--- config.mk ---
export PLATFORM = sky130hd
export DESIGN_NAME = servo_instruction_packet_framer
export DESIGN_NICKNAME = d
export VERILOG_FILES = /design/src/hw/rtl/sipf_pkg.sv /design/src/hw/rtl/sipf_front.sv /design/src/hw/rtl/sipf_queue.sv /design/src/hw/rtl/sipf_back.sv /design/src/hw/rtl/servo_instruction_packet_framer.sv
export SDC_FILE = /design/constraint.sdc
export NUM_CORES = 1
export LEC_CHECK = 0
export BUFFER_PORTS_ARGS = -buffer_cell sky130_fd_sc_hd__buf_2
export CAP_MARGIN = 20
export CORE_MARGIN = 4
export CORE_UTILIZATION = 60
export DETAILED_ROUTE_END_ITERATION = 7
export GPL_ROUTABILITY_DRIVEN = 1
export GPL_TIMING_DRIVEN = 0
export PLACE_DENSITY_LB_ADDON = 0.15
export SLEW_MARGIN = 20
export SYNTH_ARGS = -nofsm -noshare
export SYNTH_HDL_FRONTEND = slang
export SYNTH_HIERARCHICAL = 1
export SYNTH_SLANG_ARGS = --single-unit
--- constraint.sdc ---
create_clock -name clk -period 18.4 [get_ports clk]
set_input_delay 0 -clock clk [delete_from_list [all_inputs] [get_ports clk]]
set_output_delay 0 -clock clk [all_outputs]
set_load 0.1 [all_outputs]
--- src/hw/rtl/sipf_pkg.sv ---
// Shared types and protocol constants for the servo instruction packet framer.
// No dependencies; imported by every module of the block.
`default_nettype none
package sipf_pkg;

	// command modes
	localparam logic [2:0] MODE_PING      = 3'd0;
	localparam logic [2:0] MODE_LIMIT     = 3'd1;
	localparam logic [2:0] MODE_POSITION  = 3'd2;
	localparam logic [2:0] MODE_REG_WRITE = 3'd3;
	localparam logic [2:0] MODE_ACTION    = 3'd4;
	localparam logic [2:0] MODE_SYNC_PAIR = 3'd5;

	// packet bytes
	localparam logic [7:0] HDR_BYTE       = 8'hFF;
	localparam logic [7:0] BROADCAST_ID   = 8'hFE;
	localparam logic [7:0] INS_PING       = 8'h01;
	localparam logic [7:0] INS_WRITE      = 8'h03;
	localparam logic [7:0] INS_REG_WRITE  = 8'h04;
	localparam logic [7:0] INS_ACTION     = 8'h05;
	localparam logic [7:0] INS_SYNC_WRITE = 8'h83;
	localparam logic [7:0] ADDR_LIMITS    = 8'h06;
	localparam logic [7:0] ADDR_GOAL      = 8'h1E;
	localparam logic [7:0] SYNC_DATA_LEN  = 8'h04;
	localparam logic [7:0] SYNC_LEN       = 8'h0E;
	localparam logic [7:0] WRITE_LEN      = 8'h07;
	localparam logic [7:0] SHORT_LEN      = 8'h02;

	localparam logic [15:0] CLAMP_RESET   = 16'd1023;

	// body = bytes between the two headers and the checksum
	localparam int BODY_MAX   = 15;
	localparam int BODY_LEN_W = 4;
	localparam int IDX_W      = 5;   // holds BODY_MAX + 2

	localparam logic [BODY_LEN_W-1:0] LEN_SHORT = 4'd3;
	localparam logic [BODY_LEN_W-1:0] LEN_WRITE = 4'd8;
	localparam logic [BODY_LEN_W-1:0] LEN_SYNC  = 4'd15;

	// command queue between front and back
	localparam int QUEUE_DEPTH = 2;
	localparam int QPTR_W      = 1;
	localparam int QCNT_W      = 2;

	typedef struct packed {
		logic [BODY_MAX-1:0][7:0] body;   // body[0] is sent first
		logic [BODY_LEN_W-1:0]    len;
	} desc_t;

	typedef struct packed {
		logic full;
		logic empty;
	} q_stat_t;

endpackage
`default_nettype wire

--- src/hw/rtl/sipf_front.sv ---
// Front end: takes a command request, clamps values, builds the packet body.
// Depends on sipf_pkg; pushes descriptors into sipf_queue.
`default_nettype none
module sipf_front
	import sipf_pkg::*;
(
	input  wire logic        clk,
	input  wire logic        arst_n,
	input  wire logic [15:0] clamp_limit,
	input  wire logic        in_valid,
	output logic             in_stall,
	input  wire logic [2:0]  mode,
	input  wire logic [7:0]  servo_id,
	input  wire logic [15:0] first_value,
	input  wire logic [15:0] second_value,
	input  wire logic [7:0]  second_id,
	input  wire logic [15:0] third_value,
	input  wire logic [15:0] fourth_value,
	input  wire q_stat_t     q_stat,
	output logic             push,
	output desc_t            push_desc
);

	logic        valid_s1;
	logic [2:0]  mode_s1;
	logic [7:0]  id1_s1, id2_s1;
	logic [15:0] v1_s1, v2_s1, v3_s1, v4_s1;
	logic        clamp_en;
	logic [15:0] v1_sat, v2_sat;
	logic        drop;
	logic        stage_free;

	assign clamp_en = (mode == MODE_LIMIT) || (mode == MODE_POSITION);
	assign v1_sat   = (clamp_en && first_value > clamp_limit) ? clamp_limit : first_value;
	assign v2_sat   = (clamp_en && second_value > clamp_limit) ? clamp_limit : second_value;

	// unused modes are swallowed without a packet
	assign push       = valid_s1 && !drop && !q_stat.full;
	assign stage_free = !valid_s1 || drop || !q_stat.full;
	assign in_stall   = !stage_free;

	always_ff @(posedge clk or negedge arst_n) begin
		if (!arst_n) begin
			valid_s1 <= 1'b0;
		end else if (stage_free) begin
			valid_s1 <= in_valid;
		end
	end

	always_ff @(posedge clk) begin
		if (stage_free && in_valid) begin
			mode_s1 <= mode;
			id1_s1  <= servo_id;
			id2_s1  <= second_id;
			v1_s1   <= v1_sat;
			v2_s1   <= v2_sat;
			v3_s1   <= third_value;
			v4_s1   <= fourth_value;
		end
	end

	always_comb begin
		push_desc = '0;
		drop      = 1'b0;
		case (mode_s1)
			MODE_PING: begin
				push_desc.body[0] = id1_s1;
				push_desc.body[1] = SHORT_LEN;
				push_desc.body[2] = INS_PING;
				push_desc.len     = LEN_SHORT;
			end
			MODE_LIMIT, MODE_POSITION, MODE_REG_WRITE: begin
				push_desc.body[0] = id1_s1;
				push_desc.body[1] = WRITE_LEN;
				push_desc.body[2] = (mode_s1 == MODE_REG_WRITE) ? INS_REG_WRITE : INS_WRITE;
				push_desc.body[3] = (mode_s1 == MODE_LIMIT) ? ADDR_LIMITS : ADDR_GOAL;
				push_desc.body[4] = v1_s1[7:0];
				push_desc.body[5] = v1_s1[15:8];
				push_desc.body[6] = v2_s1[7:0];
				push_desc.body[7] = v2_s1[15:8];
				push_desc.len     = LEN_WRITE;
			end
			MODE_ACTION: begin
				push_desc.body[0] = BROADCAST_ID;
				push_desc.body[1] = SHORT_LEN;
				push_desc.body[2] = INS_ACTION;
				push_desc.len     = LEN_SHORT;
			end
			MODE_SYNC_PAIR: begin
				push_desc.body[0]  = BROADCAST_ID;
				push_desc.body[1]  = SYNC_LEN;
				push_desc.body[2]  = INS_SYNC_WRITE;
				push_desc.body[3]  = ADDR_GOAL;
				push_desc.body[4]  = SYNC_DATA_LEN;
				push_desc.body[5]  = id1_s1;
				push_desc.body[6]  = v1_s1[7:0];
				push_desc.body[7]  = v1_s1[15:8];
				push_desc.body[8]  = v2_s1[7:0];
				push_desc.body[9]  = v2_s1[15:8];
				push_desc.body[10] = id2_s1;
				push_desc.body[11] = v3_s1[7:0];
				push_desc.body[12] = v3_s1[15:8];
				push_desc.body[13] = v4_s1[7:0];
				push_desc.body[14] = v4_s1[15:8];
				push_desc.len      = LEN_SYNC;
			end
			default: begin
				drop = 1'b1;
			end
		endcase
	end

endmodule
`default_nettype wire

--- src/hw/rtl/sipf_queue.sv ---
// Short FIFO of packet descriptors between front end and serializer.
// Depends on sipf_pkg.
`default_nettype none
module sipf_queue
	import sipf_pkg::*;
(
	input  wire logic  clk,
	input  wire logic  arst_n,
	input  wire logic  push,
	input  wire desc_t push_desc,
	input  wire logic  pop,
	output desc_t      pop_desc,
	output q_stat_t    q_stat
);

	desc_t              entry_q [QUEUE_DEPTH];
	logic [QPTR_W-1:0]  wr_ptr_q, rd_ptr_q;
	logic [QCNT_W-1:0]  count_q;

	assign q_stat.full  = (count_q == QCNT_W'(QUEUE_DEPTH));
	assign q_stat.empty = (count_q == '0);
	assign pop_desc     = entry_q[rd_ptr_q];

	always_ff @(posedge clk or negedge arst_n) begin
		if (!arst_n) begin
			wr_ptr_q <= '0;
			rd_ptr_q <= '0;
			count_q  <= '0;
		end else begin
			if (push) begin
				wr_ptr_q <= (wr_ptr_q == QPTR_W'(QUEUE_DEPTH - 1)) ? '0 : wr_ptr_q + 1'b1;
			end
			if (pop) begin
				rd_ptr_q <= (rd_ptr_q == QPTR_W'(QUEUE_DEPTH - 1)) ? '0 : rd_ptr_q + 1'b1;
			end
			if (push && !pop) begin
				count_q <= count_q + 1'b1;
			end else if (pop && !push) begin
				count_q <= count_q - 1'b1;
			end
		end
	end

	always_ff @(posedge clk) begin
		if (push) begin
			entry_q[wr_ptr_q] <= push_desc;
		end
	end

endmodule
`default_nettype wire

--- src/hw/rtl/sipf_back.sv ---
// Serializer: sends headers, body bytes and running checksum, one per cycle while out_stall is low.
// Depends on sipf_pkg; pops descriptors from sipf_queue.
`default_nettype none
module sipf_back
	import sipf_pkg::*;
(
	input  wire logic    clk,
	input  wire logic    arst_n,
	input  wire q_stat_t q_stat,
	input  wire desc_t   pop_desc,
	output logic         pop,
	output logic         out_valid,
	input  wire logic    out_stall,
	output logic [7:0]   packet_byte,
	output logic         last_byte
);

	logic                     busy_q;
	logic [BODY_MAX-1:0][7:0] body_q;
	logic [BODY_LEN_W-1:0]    len_q;
	logic [IDX_W-1:0]         idx_q;
	logic [7:0]               sum_q;
	logic                     out_valid_q, last_byte_q;
	logic [7:0]               packet_byte_q;
	logic                     advance, emit, at_cs, in_hdr, can_load;
	logic [7:0]               next_byte;

	assign advance  = !out_valid_q || !out_stall;
	assign emit     = busy_q && advance;
	assign in_hdr   = (idx_q < IDX_W'(2));
	assign at_cs    = (idx_q == IDX_W'(len_q) + IDX_W'(2));
	assign can_load = !busy_q || (emit && at_cs);
	assign pop      = can_load && !q_stat.empty;

	always_comb begin
		if (in_hdr) begin
			next_byte = HDR_BYTE;
		end else if (at_cs) begin
			next_byte = ~sum_q;
		end else begin
			next_byte = body_q[0];
		end
	end

	always_ff @(posedge clk or negedge arst_n) begin
		if (!arst_n) begin
			busy_q      <= 1'b0;
			out_valid_q <= 1'b0;
		end else begin
			if (pop) begin
				busy_q <= 1'b1;
			end else if (can_load) begin
				busy_q <= 1'b0;
			end
			if (advance) begin
				out_valid_q <= busy_q;
			end
		end
	end

	always_ff @(posedge clk) begin
		if (pop) begin
			body_q <= pop_desc.body;
			len_q  <= pop_desc.len;
			idx_q  <= '0;
			sum_q  <= '0;
		end else if (emit) begin
			idx_q <= idx_q + 1'b1;
			if (!in_hdr && !at_cs) begin
				sum_q  <= sum_q + body_q[0];
				body_q <= {8'h00, body_q[BODY_MAX-1:1]};
			end
		end
		if (emit) begin
			packet_byte_q <= next_byte;
			last_byte_q   <= at_cs;
		end
	end

	assign out_valid   = out_valid_q;
	assign packet_byte = packet_byte_q;
	assign last_byte   = last_byte_q;

endmodule
`default_nettype wire

--- src/hw/rtl/servo_instruction_packet_framer.sv ---
// Servo instruction packet framer, top level: clamp register, front end, queue, serializer.
// Depends on sipf_pkg, sipf_front, sipf_queue and sipf_back.
//
// Turns one servo command request into a protocol 1.0 instruction packet sent a byte
// per cycle: FF FF, id, length, instruction, parameters (16-bit values low byte first),
// then the inverted 8-bit sum of everything after the headers, flagged by last_byte.
// Ping and action give 6 bytes, limit/position/registered writes 11, a sync pair 18;
// modes 6 and 7 are accepted and produce nothing. Limit and position writes saturate
// both values at clamp_limit (reset 1023, written through cfg_wr_en/cfg_wr_data; the user
// is to write it only while the block is idle, which the block itself does not enforce).
// A request passes the front-end register, the two-entry descriptor queue and the
// serializer registers to the output byte register. The serializer sends one byte per
// cycle while out_stall is low and starts the next packet right after a checksum, so
// packets go back to back and requests are taken as fast as packets are sent. Up to
// three commands can be in flight (front register plus two queued) while a packet is sent,
// so the input side takes up to three more requests while the output stalls.
`default_nettype none
module servo_instruction_packet_framer
	import sipf_pkg::*;
(
	input  wire logic        clk,
	input  wire logic        arst_n,
	input  wire logic        cfg_wr_en,
	input  wire logic [15:0] cfg_wr_data,
	input  wire logic        in_valid,
	output logic             in_stall,
	input  wire logic [2:0]  mode,
	input  wire logic [7:0]  servo_id,
	input  wire logic [15:0] first_value,
	input  wire logic [15:0] second_value,
	input  wire logic [7:0]  second_id,
	input  wire logic [15:0] third_value,
	input  wire logic [15:0] fourth_value,
	output logic             out_valid,
	input  wire logic        out_stall,
	output logic [7:0]       packet_byte,
	output logic             last_byte
);

	logic [15:0] clamp_limit_q;
	logic        push, pop;
	desc_t       push_desc, pop_desc;
	q_stat_t     q_stat;

	// saturation bound, the only configuration register
	always_ff @(posedge clk or negedge arst_n) begin
		if (!arst_n) begin
			clamp_limit_q <= CLAMP_RESET;
		end else if (cfg_wr_en) begin
			clamp_limit_q <= cfg_wr_data;
		end
	end

	// request intake, clamping and packet body assembly
	sipf_front u_front (
		.clk          (clk),
		.arst_n       (arst_n),
		.clamp_limit  (clamp_limit_q),
		.in_valid     (in_valid),
		.in_stall     (in_stall),
		.mode         (mode),
		.servo_id     (servo_id),
		.first_value  (first_value),
		.second_value (second_value),
		.second_id    (second_id),
		.third_value  (third_value),
		.fourth_value (fourth_value),
		.q_stat       (q_stat),
		.push         (push),
		.push_desc    (push_desc)
	);

	// decouples intake from the byte stream
	sipf_queue u_queue (
		.clk       (clk),
		.arst_n    (arst_n),
		.push      (push),
		.push_desc (push_desc),
		.pop       (pop),
		.pop_desc  (pop_desc),
		.q_stat    (q_stat)
	);

	// byte serializer with running checksum and output register
	sipf_back u_back (
		.clk         (clk),
		.arst_n      (arst_n),
		.q_stat      (q_stat),
		.pop_desc    (pop_desc),
		.pop         (pop),
		.out_valid   (out_valid),
		.out_stall   (out_stall),
		.packet_byte (packet_byte),
		.last_byte   (last_byte)
	);

endmodule
`default_nettype wire

; ---- Word level (Yosys, flattened, before mapping)
; Memories as Yosys holds them, arrays and structs flattened.
; Index checks and enable logic that the tools add are counted.
[word_totals]
regBits = 252
ramBits = 248
input_bits = 104
out_inout_bits = 11
wordCells = 112
mem_count = 1
[memory_table]
columns = name, words, width, read_ports, rd_clocked_by_memory_dff, write_ports, line_no
row1 = u_queue.entry_q, 2, 124, 1, 0, 1, sipf_queue.sv:16  ; desc_t entry_q [QUEUE_DEPTH];
[op_classes]
n_addsub = 7
order_cmp = 3
n_eq_ne = 9
n_mux = 20
bitwise = 1
n_reduce_logical = 37
[ops]
columns = op, count
row1 = $mux W120, 3
row2 = $pmux W28 S4, 1
row3 = $pmux W40 S2, 1
row4 = $mux W56, 1
row5 = $gt A16 B16 Y1, 2
row6 = $mux W16, 2
row7 = $logic_and A1 B1 Y1, 11
row8 = $logic_not A1 Y1, 11
row9 = $eq A3 B2 Y1 const B, 3
row10 = $add A8 B8 Y8, 1
row11 = $mux W8, 1
row12 = $not A8 Y8, 1
row13 = $reduce_bool A2 Y1, 4
row14 = $mux W1, 7
row15 = $eq A3 B1 Y1 const B, 2
row16 = $eq A3 B3 Y1 const B, 2
row17 = $reduce_or A6 Y1, 1
row18 = $add A4 B2 Y5 const B, 1
row19 = $add A5 B1 Y5 const B, 1
row20 = $eq A5 B5 Y1, 1
row21 = $logic_or A1 B1 Y1, 5
row22 = $lt A5 B2 Y1 const B, 1
row23 = $mux W5, 1
row24 = $mux W2, 2
row25 = 9 further kinds, 11

; ---- Depth between registers and ports, before layout
; Gate-level depths: netlist (run 1).
[depth]
ltp_word = 9
ltp_mapped = 14
mapped_depth_nobuf = 11

; ---- By module
; Netlist (run 1), hierarchy kept.
[by_module_without_submodules]
columns = mod, n_inst, cells_each, area_per_inst_um2, seq_area_each_um2
row1 = sipf_queue, 1, 402, 9331.4, 7547.2
row2 = sipf_back, 1, 392, 6486.2, 4304.1
row3 = sipf_front, 1, 388, 4745.8, 2517.4
row4 = servo_instruction_packet_framer, 1, 34, 661.9, 412.9

; ---- Least setup slack after synthesis (run 1)
; Ideal clock, no wire load.
[synth_timing]
path_type = reg2reg
from = register u_back.len_q[1]
to = register u_back/body_q[0] (netlist name) (enable)
setup_ns = 0.765
t_arrival_ns = 9.952
t_required_ns = 17.635
slack_ns = 7.683
path_stages_with_launch = 7
n_path_buf = 0
period_less_slack_ns = 10.717
cell_sequence = edfxtp_1 -> ha_1 -> xor2_1 -> or3_1 -> a31o_2 -> o21a_4 -> o21ai_0
[synth_via]
elab_chain_cells = 7
elab_cells_between_ends = 10
classes_between = 1 x add/sub / 1 x eq/ne / 8 x reduce/logical
[synth_rtl]
columns = element, line_no
row1 = "start, declared", sipf_back.sv:20  ; logic [BODY_LEN_W-1:0] len_q;
row2 = "start signal, assigned", sipf_back.sv:64  ; len_q <= pop_desc.len;
row3 = $add A4 B2 Y5 *, sipf_back.sv:31  ; assign at_cs = (idx_q == IDX_W'(len_q) + IDX_W'(2));
row4 = $eq A5 B5 Y1 *, sipf_back.sv:31
row5 = $logic_and A1 B1 Y1, sipf_back.sv:32  ; assign can_load = !busy_q || (emit && at_cs);
row6 = $logic_or A1 B1 Y1, sipf_back.sv:32
row7 = $logic_and A1 B1 Y1, sipf_back.sv:33  ; assign pop = can_load && !q_stat.empty;
row8 = $reduce_bool A2 Y1 (no line), --
row9 = $reduce_and A2 Y1 (no line) *, --
row10 = "end signal, assigned", sipf_back.sv:63  ; body_q <= pop_desc.body;
row11 = "end signal, assigned", sipf_back.sv:71  ; body_q <= {8'h00, body_q[BODY_MAX-1:1]};
row12 = "end, declared", sipf_back.sv:19  ; logic [BODY_MAX-1:0][7:0] body_q;
; Mark *: on every way between the ends. The rest lies on a longest branch, timed or not.
; A chain may end at the register's enable or synchronous reset.

; ---- Final worst setup path (run 1)
[layout_timing]
from = register u_back.len_q[1]
to = register u_queue.count_q[1]
[layout_via]
elab_chain_cells = 8
elab_cells_between_ends = 10
classes_between = 1 x add/sub / 1 x eq/ne / 1 x mux / 7 x reduce/logical
[layout_rtl]
columns = element, line_no
row1 = $add A4 B2 Y5 *, sipf_back.sv:31
row2 = $eq A5 B5 Y1 *, sipf_back.sv:31
row3 = $logic_and A1 B1 Y1 *, sipf_back.sv:32
row4 = $logic_or A1 B1 Y1 *, sipf_back.sv:32
row5 = $logic_and A1 B1 Y1 *, sipf_back.sv:33
row6 = net pop, servo_instruction_packet_framer.sv:41  ; logic push, pop;
row7 = $logic_not A1 Y1, sipf_queue.sv:36  ; if (push && !pop) begin
row8 = $logic_and A1 B1 Y1, sipf_queue.sv:36
row9 = $mux W2 or $reduce_bool A2 Y1 (tied branches), --
row10 = "end signal, assigned", sipf_queue.sv:37  ; count_q <= count_q + 1'b1;
row11 = "end signal, assigned", sipf_queue.sv:39  ; count_q <= count_q - 1'b1;
row12 = "end, declared", sipf_queue.sv:18  ; logic [QCNT_W-1:0] count_q;
; Mark *: on every way through the listed nets, which the timed path passes. The rest lies on a longest branch.

==> metrics.cfg, run 1 <==
[outcome]
run_status=complete, no violations

[synth]
netlist_area_mm2=0.0212
yosys_warnings=6
ys.flop_type=edfxtp_1
synth_edf_count=464
syn_area_per_cell_um2=17.5
syn_inst=1216
async_reset_ff_frac=0.0460
yosys-top-cells-area=edfxtp_1 66%, mux2_2 8.9%, mux2_4 4.2%
ys_top_cells_by_count=464 x edfxtp_1, 167 x mux2_2, 60 x mux2_4
synth_top_cell_by_area=edfxtp_1
yosysSeqAreaShare=0.696
ys_types=53
yosysMostFrequentCell=edfxtp_1
synth_seq_cells=500
synthDominantCellAreaShare=0.656

[job]
maxCapViolations=0

[timing]
tightestPinTransition_ns=0.962
whs_ns=0.0324
hold_viol_final=0
period_needed_ns=3.27
fmax_ghz=0.306
clock_skew_ns=0.0191
setup_viol=0
fin_crit_sh=0.177
slew_headroom=0.358
fin_tns_setup_ns=0
slew_violations=0
rsz0062_at_grt=false

[detailed_routing]
via_count=11400
wl_per_cell_um=21.2
via_per_inst=5.64
drt-initial-drc-count=709
drc=0
ant_nets=0
wl_um=42900
dr.pass1.iters=5

[clocking]
cts_max_level=2
cts_tree=done
clk-insertion-delay-late_ns=0.56
clk_pin_slew_ns=0.06
cts_root_buf=clkbuf_16
cts-buffers-inserted=50
clock_path_buffers=3
cts_sinks=500

[die]
initial_utilization=0.611
die_width_um=196
num_io_pins=115
core_mm2=0.0347
placementRows=68
die_h_um=196
die-area_mm2=0.0384

[cells_and_area]
syn_to_final_growth_pct=21.4
drive_gt1_frac=0.329
n_antenna_cell=0
fillers=2106
nNetsFinal=1672

[critical_path]
worstPathArrival_ns=3.75
worstPathRequired_ns=18.88
start_kind=register
path_class=register to register
rr_worst_depth=14
worst-path-max-fanout=15
end_kind=register

[global_route]
grt_usage=0.226
grt_max_degree=49
grt_pass1_wl_um=67400
grt_overflow=0
antenna_found_initial=0
grt_pass1_vias=12100

[power]
p_leak_nw=9.92
finalPower_mw=3.88
peakVddDrop_mv=0.134
powerDensity_mw_per_mm2=151

[placement]
globalplace.congestion=0.828
dp_hpwl_um=27600
portBuffers=113

[worst_hold_path]
hp-class=input port to async pin

[worst max-delay path: stages (launching register included)]
cell      delay [ns]
edfxtp_1        0.44
ha_1            0.24
xor2_1          0.17
or3_1           0.33
a31o_2          0.26
o21a_4          0.23
nor2_8          0.17
buf_6           0.22
buf_6           0.18
buf_4           0.25
inv_1           0.08
ha_1            0.20
xor2_1          0.15
nor2_1          0.11
xor2_1          0.16
[stage by stage]
step	instances	util	instance area, µm²	setup slack [ns]
final	2020	0.742	25800	15.13
after detailed placement	1810	0.657	22800	15.15
after floorplan	1227	-	21300	7.68
after CTS	2020	0.742	25800	15.14
after global routing	2020	0.742	25800	14.93
after global placement	1795	0.645	22400	2.69
[cell usage in the layout, fill, tap and decap left out, types with 24 or more instances in the layout]
cell and count:
buf_2 128, inv_1 33, nand2_1 25, a22o_1 24, ha_1 42, mux2_1 57
dlygate4sd3_1 118, edfxtp_1 464, clkbuf_16 51, mux2_2 167, and3_1 58, nor2_1 24
mux2_4 60, clkbuf_1 25
[logic make-up after synthesis]
logic type      count (synthesis)  synth area share
compound gates                 92            0.0324
mux                           291             0.165
buf+inv                       109            0.0301
flops                         500             0.696
simple gates                  162            0.0432
fa+ha+maj                      43            0.0257
other cells                     1          0.000177
xor+xnor                       18           0.00743
[registers in the layout, indices dropped and copies added (netlist names)]
name	flops
u_front/v2_s1	16
u_back/packet_byte	8
u_back/busy_q	1
u_front/v3_s1	16
u_front/v4_s1	16
u_queue/wr_ptr_q	1
u_front/v1_s1	16
u_front/mode_s1	3
u_queue/count_q	2
u_queue/rd_ptr_q	1
u_queue/entry_q	248
u_back/last_byte	1
u_back/sum_q	8
u_back/idx_q	5
clamp_limit_q	16
u_back/out_valid	1
u_back/body_q	120
u_front/id2_s1	8
u_back/len_q	4
u_front/id1_s1	8
u_front/valid_s1	1
[power breakdown]
| part | total [mW] | internal [mW] | leakage, nW | switching, mW |
|---|---|---|---|---|
| logic | 1.02 | 0.476 | 4.26 | 0.540 |
| registers | 1.78 | 1.67 | 4.80 | 0.116 |
| clock network | 1.08 | 0.664 | 0.860 | 0.418 |
[worst paths after layout]
path | from | endpoint | slack, ns
setup / recovery | u_back/len_q[1]$_DFFE_PP_ | u_queue/count_q[1]$_DFFE_PN0P_ | 15.13
hold / removal | arst_n | clamp_limit_q[13]$_DFFE_PN0P_ | 0.03
setup reg to reg | u_back/len_q[1]$_DFFE_PP_ | u_queue/count_q[1]$_DFFE_PN0P_ | 15.13
hold reg to reg | u_back/sum_q[6]$_SDFFE_PP0P_ | u_back/sum_q[6]$_SDFFE_PP0P_ | 0.48
max in group asynchronous | arst_n | u_back/busy_q$_DFFE_PN0P_ | 17.92
min in group clk | fourth_value[6] | u_front/v4_s1[6]$_DFFE_PP_ | 0.14
[cell type report]
cell class,instances,area [µm²],area share
Inverter,33,124,0.00481
Clock inverter,37,472,0.0183
Buffer,76,515,0.0200
Sequential cell,500,14800,0.574
Timing Repair Buffer,246,2130,0.0827
Clock buffer,55,1300,0.0505
Multi-Input combinational cell,618,5870,0.228
Tap cell,455,569,0.0221
[metal layers]
metal | vias to the layer above | GRT usage | share of wire
li1 | 5275 | - | -
met1 | 5768 | 0.307 | 0.43
met2 | 279 | 0.386 | 0.51
met3 | 68 | 0.0307 | 0.040
met4 | 0 | 0.0644 | 0.025
met5 | - | 0 | 0
[repair_timing]
| action | CTS | global route |
|---|---|---|
| resized for setup | 0 | 0 |
| setup buffers | 0 | 0 |
| hold endpoints to repair | 125 | 0 |
| hold buffers | 118 | 0 |
Note: power is estimated with default switching activity, not from simulation.
==> run 2, diff against run 1 <==
ABC_AREA = 1   (was unset)
clock period = 3.25 ns   (was 18.4 ns; I/O delays follow)
==> metrics.cfg, run 2 <==
[cells_and_area]
post-route-util=0.733
syn_to_final_growth_pct=19.6
nNetsFinal=2235
fillers=2327
layout_commonest_cell=edfxtp_1
n_antenna_cell=0
final_cell_mix=464 x edfxtp_1, 433 x nand2_1, 166 x nand3_1
reg_top3=u_queue/entry_q (248), u_back/body_q (120)
max_flop_register=u_queue/entry_q
drive_gt1_frac=0.210
largest_reg_flops=248
instances_no_fill=2581

[worst_hold_path]
hp-class=input port to async pin

[detailed_routing]
via_per_inst=5.39
wl_um=46400
ant_nets=0
wl_per_cell_um=18.0
via_count=13900
dr.pass1.iters=5
drc=0
drt-initial-drc-count=1075

[synth]
ys_types=46
synth_edf_count=464
synthDominantCellAreaShare=0.635
netlist_area_mm2=0.0220
ys.flop_type=edfxtp_1
yosys-top-cells-area=edfxtp_1 63%, nand2_1 7.4%, mux2_2 3.8%
yosysSeqAreaShare=0.673
syn_inst=1765
yosys_warnings=6
yosysMostFrequentCell=edfxtp_1
synth_top_cell_by_area=edfxtp_1
async_reset_ff_frac=0.0460
ys_top_cells_by_count=464 x edfxtp_1, 434 x nand2_1, 166 x nand3_1
syn_area_per_cell_um2=12.4
synth_seq_cells=500

[timing]
period_needed_ns=3.07
slew_headroom=0.324
layout_setup_ws_ns=0.179
slew_violations=0
setup_viol=0
clock_skew_ns=0.0207
rsz0062_at_grt=false
fin_tns_setup_ns=0
fin_crit_sh=0.945
hold_viol_final=0
tightestPinTransition_ns=1.01
fmax_ghz=0.326

[critical_path]
r2r_end=u_back/body_q[53]$_DFFE_PP_
worstPathRequired_ns=3.49
rr_worst_depth=11
path_class=register to register
end_kind=register
start_kind=register
ff2ff_setup_slack_ns=0.18
r2r_start=u_back/len_q[1]$_DFFE_PP_
worstPathArrival_ns=3.31
worst-path-max-fanout=60

[placement]
pre_cts_slack_ns=0.0521
globalplace.congestion=0.872
portBuffers=113
dp_hpwl_um=30000
dp.cells=2361

[clocking]
cts_tree=done
post-cts-setup-buffers=0
clk-insertion-delay-late_ns=0.58
cts_max_level=2
clock_path_buffers=3
clk_pin_slew_ns=0.06
cts_sinks=500
cts-buffers-inserted=50
cts_root_buf=clkbuf_16

[global_route]
antenna_found_initial=0
grt_overflow=0
grt_max_degree=62
grt_pass1_wl_um=72700
grt_usage=0.236
grt_pass1_vias=13900

[outcome]
run_status=complete, no violations

[die]
die-area_mm2=0.0397
die_width_um=199
placementRows=69
initial_utilization=0.613
core_mm2=0.0358
die_h_um=199
num_io_pins=115

[power]
peakVddDrop_mv=0.470
powerDensity_mw_per_mm2=854
p_leak_nw=11.2

[job]
maxCapViolations=0

run 2: cell types whose count changed in the layout (fill, tap and decap cells not counted), moves of 24 or more:
cell,delta
nand3_1,+163
and3_1,-58
inv_1,+126
mux2_2,-93
a22o_1,-24
nand2_1,+408
nor2_1,+79
mux2_1,-57
o22ai_1,+24
run 2: repair_timing:
| action | in CTS | in global routing |
|---|---|---|
| hold endpoints to repair | 125 | 0 |
| endpoints found under the setup margin | 0 | 61 |
| resized for setup | 0 | 1 |
| hold buffers | 135 | 0 |
run 2: cells by family (layout without fill, tap and decap cells):
logic type | count (synthesis) | count (layout) | share of synthesized area
AO/OA/AOI/OAI | 72 | 72 | 0.0188
XOR/XNOR | 12 | 12 | 0.00513
adder cells (fa/ha/maj) | 43 | 43 | 0.0248
buffers and inverters | 267 | 610 | 0.0598
flip-flops | 500 | 500 | 0.673
multiplexers | 124 | 124 | 0.0721
other | 1 | 12 | 0.000171
AND/OR/NAND/NOR | 746 | 747 | 0.146
run 2: final cells by class:
type                            instances  area (µm²)  area share
Buffer                                 97         672      0.0256
Clock buffer                           62        1320      0.0502
Clock inverter                         22         160     0.00610
Inverter                              170         649      0.0247
Multi-Input combinational cell       1010        5940       0.226
Sequential cell                       500       14800       0.563
Tap cell                              461         577      0.0220
Timing Repair Buffer                  259        2170      0.0828
run 2: power breakdown:
part	switching (mW)	internal, mW
clock	2.29	3.01
combinational	4.29	2.59
sequential	0.617	9.64
total	7.19	15.2
run 2: worst max-delay path by stage:
stage / startpoint / to / slack [ns]
after global routing: u_back/len_q[1]$_DFFE_PP_ / u_back/body_q[54]$_DFFE_PP_ / 0.03
after detailed placement: u_back/len_q[1]$_DFFE_PP_ / u_back/body_q[55]$_DFFE_PP_ / 0.05
after floorplan: u_front/mode_s1[2]$_DFFE_PP_ / u_queue/entry_q[0][0]$_DFFE_PP_ / 0.02
after CTS: u_back/len_q[1]$_DFFE_PP_ / u_back/body_q[54]$_DFFE_PP_ / 0.02
final: u_back/len_q[1]$_DFFE_PP_ / u_back/body_q[53]$_DFFE_PP_ / 0.18
after global placement: u_front/mode_s1[2]$_DFFE_PP_ / u_queue/entry_q[0][34]$_DFFE_PP_ / -1.21
run 2: metrics by stage:
stage / instance area [µm²] / hold WS [ns] / power (mW)
2_1_floorplan: 22000 / -0.296 / 15.1
3_3_place_gp: 23200 / 0.0478 / 16.7
3_5_place_dp: 23400 / 0.0557 / 17.0
4_1_cts: 26300 / 0.100 / 22.5
5_1_grt: 26300 / 0.120 / 23.6
6_report: 26300 / 0.131 / 22.4
run 2: per-layer routing:
| layer | part of all wire | vias to the layer above | global-route usage | wire length, µm |
|---|---|---|---|---|
| met3 | 0.062 | 93 | 0.0327 | 2880 |
| met4 | 0.033 | 0 | 0.0899 | 1520 |
| met5 | 0 | - | 0 | 0 |
| li1 | - | 6659 | - | - |
| met1 | 0.40 | 6705 | 0.312 | 18700 |
| met2 | 0.50 | 458 | 0.400 | 23300 |
run 2: critical path, cell delays in order, from the launching register on:
cell	delay, ns
edfxtp_1	0.47
ha_1	0.38
xnor2_2	0.19
nand3_1	0.09
nor2_1	0.09
nand3_1	0.13
nand2_2	0.20
nand2_2	0.17
buf_6	0.21
buf_6	0.17
nand2_8	0.24
buf_16	0.30
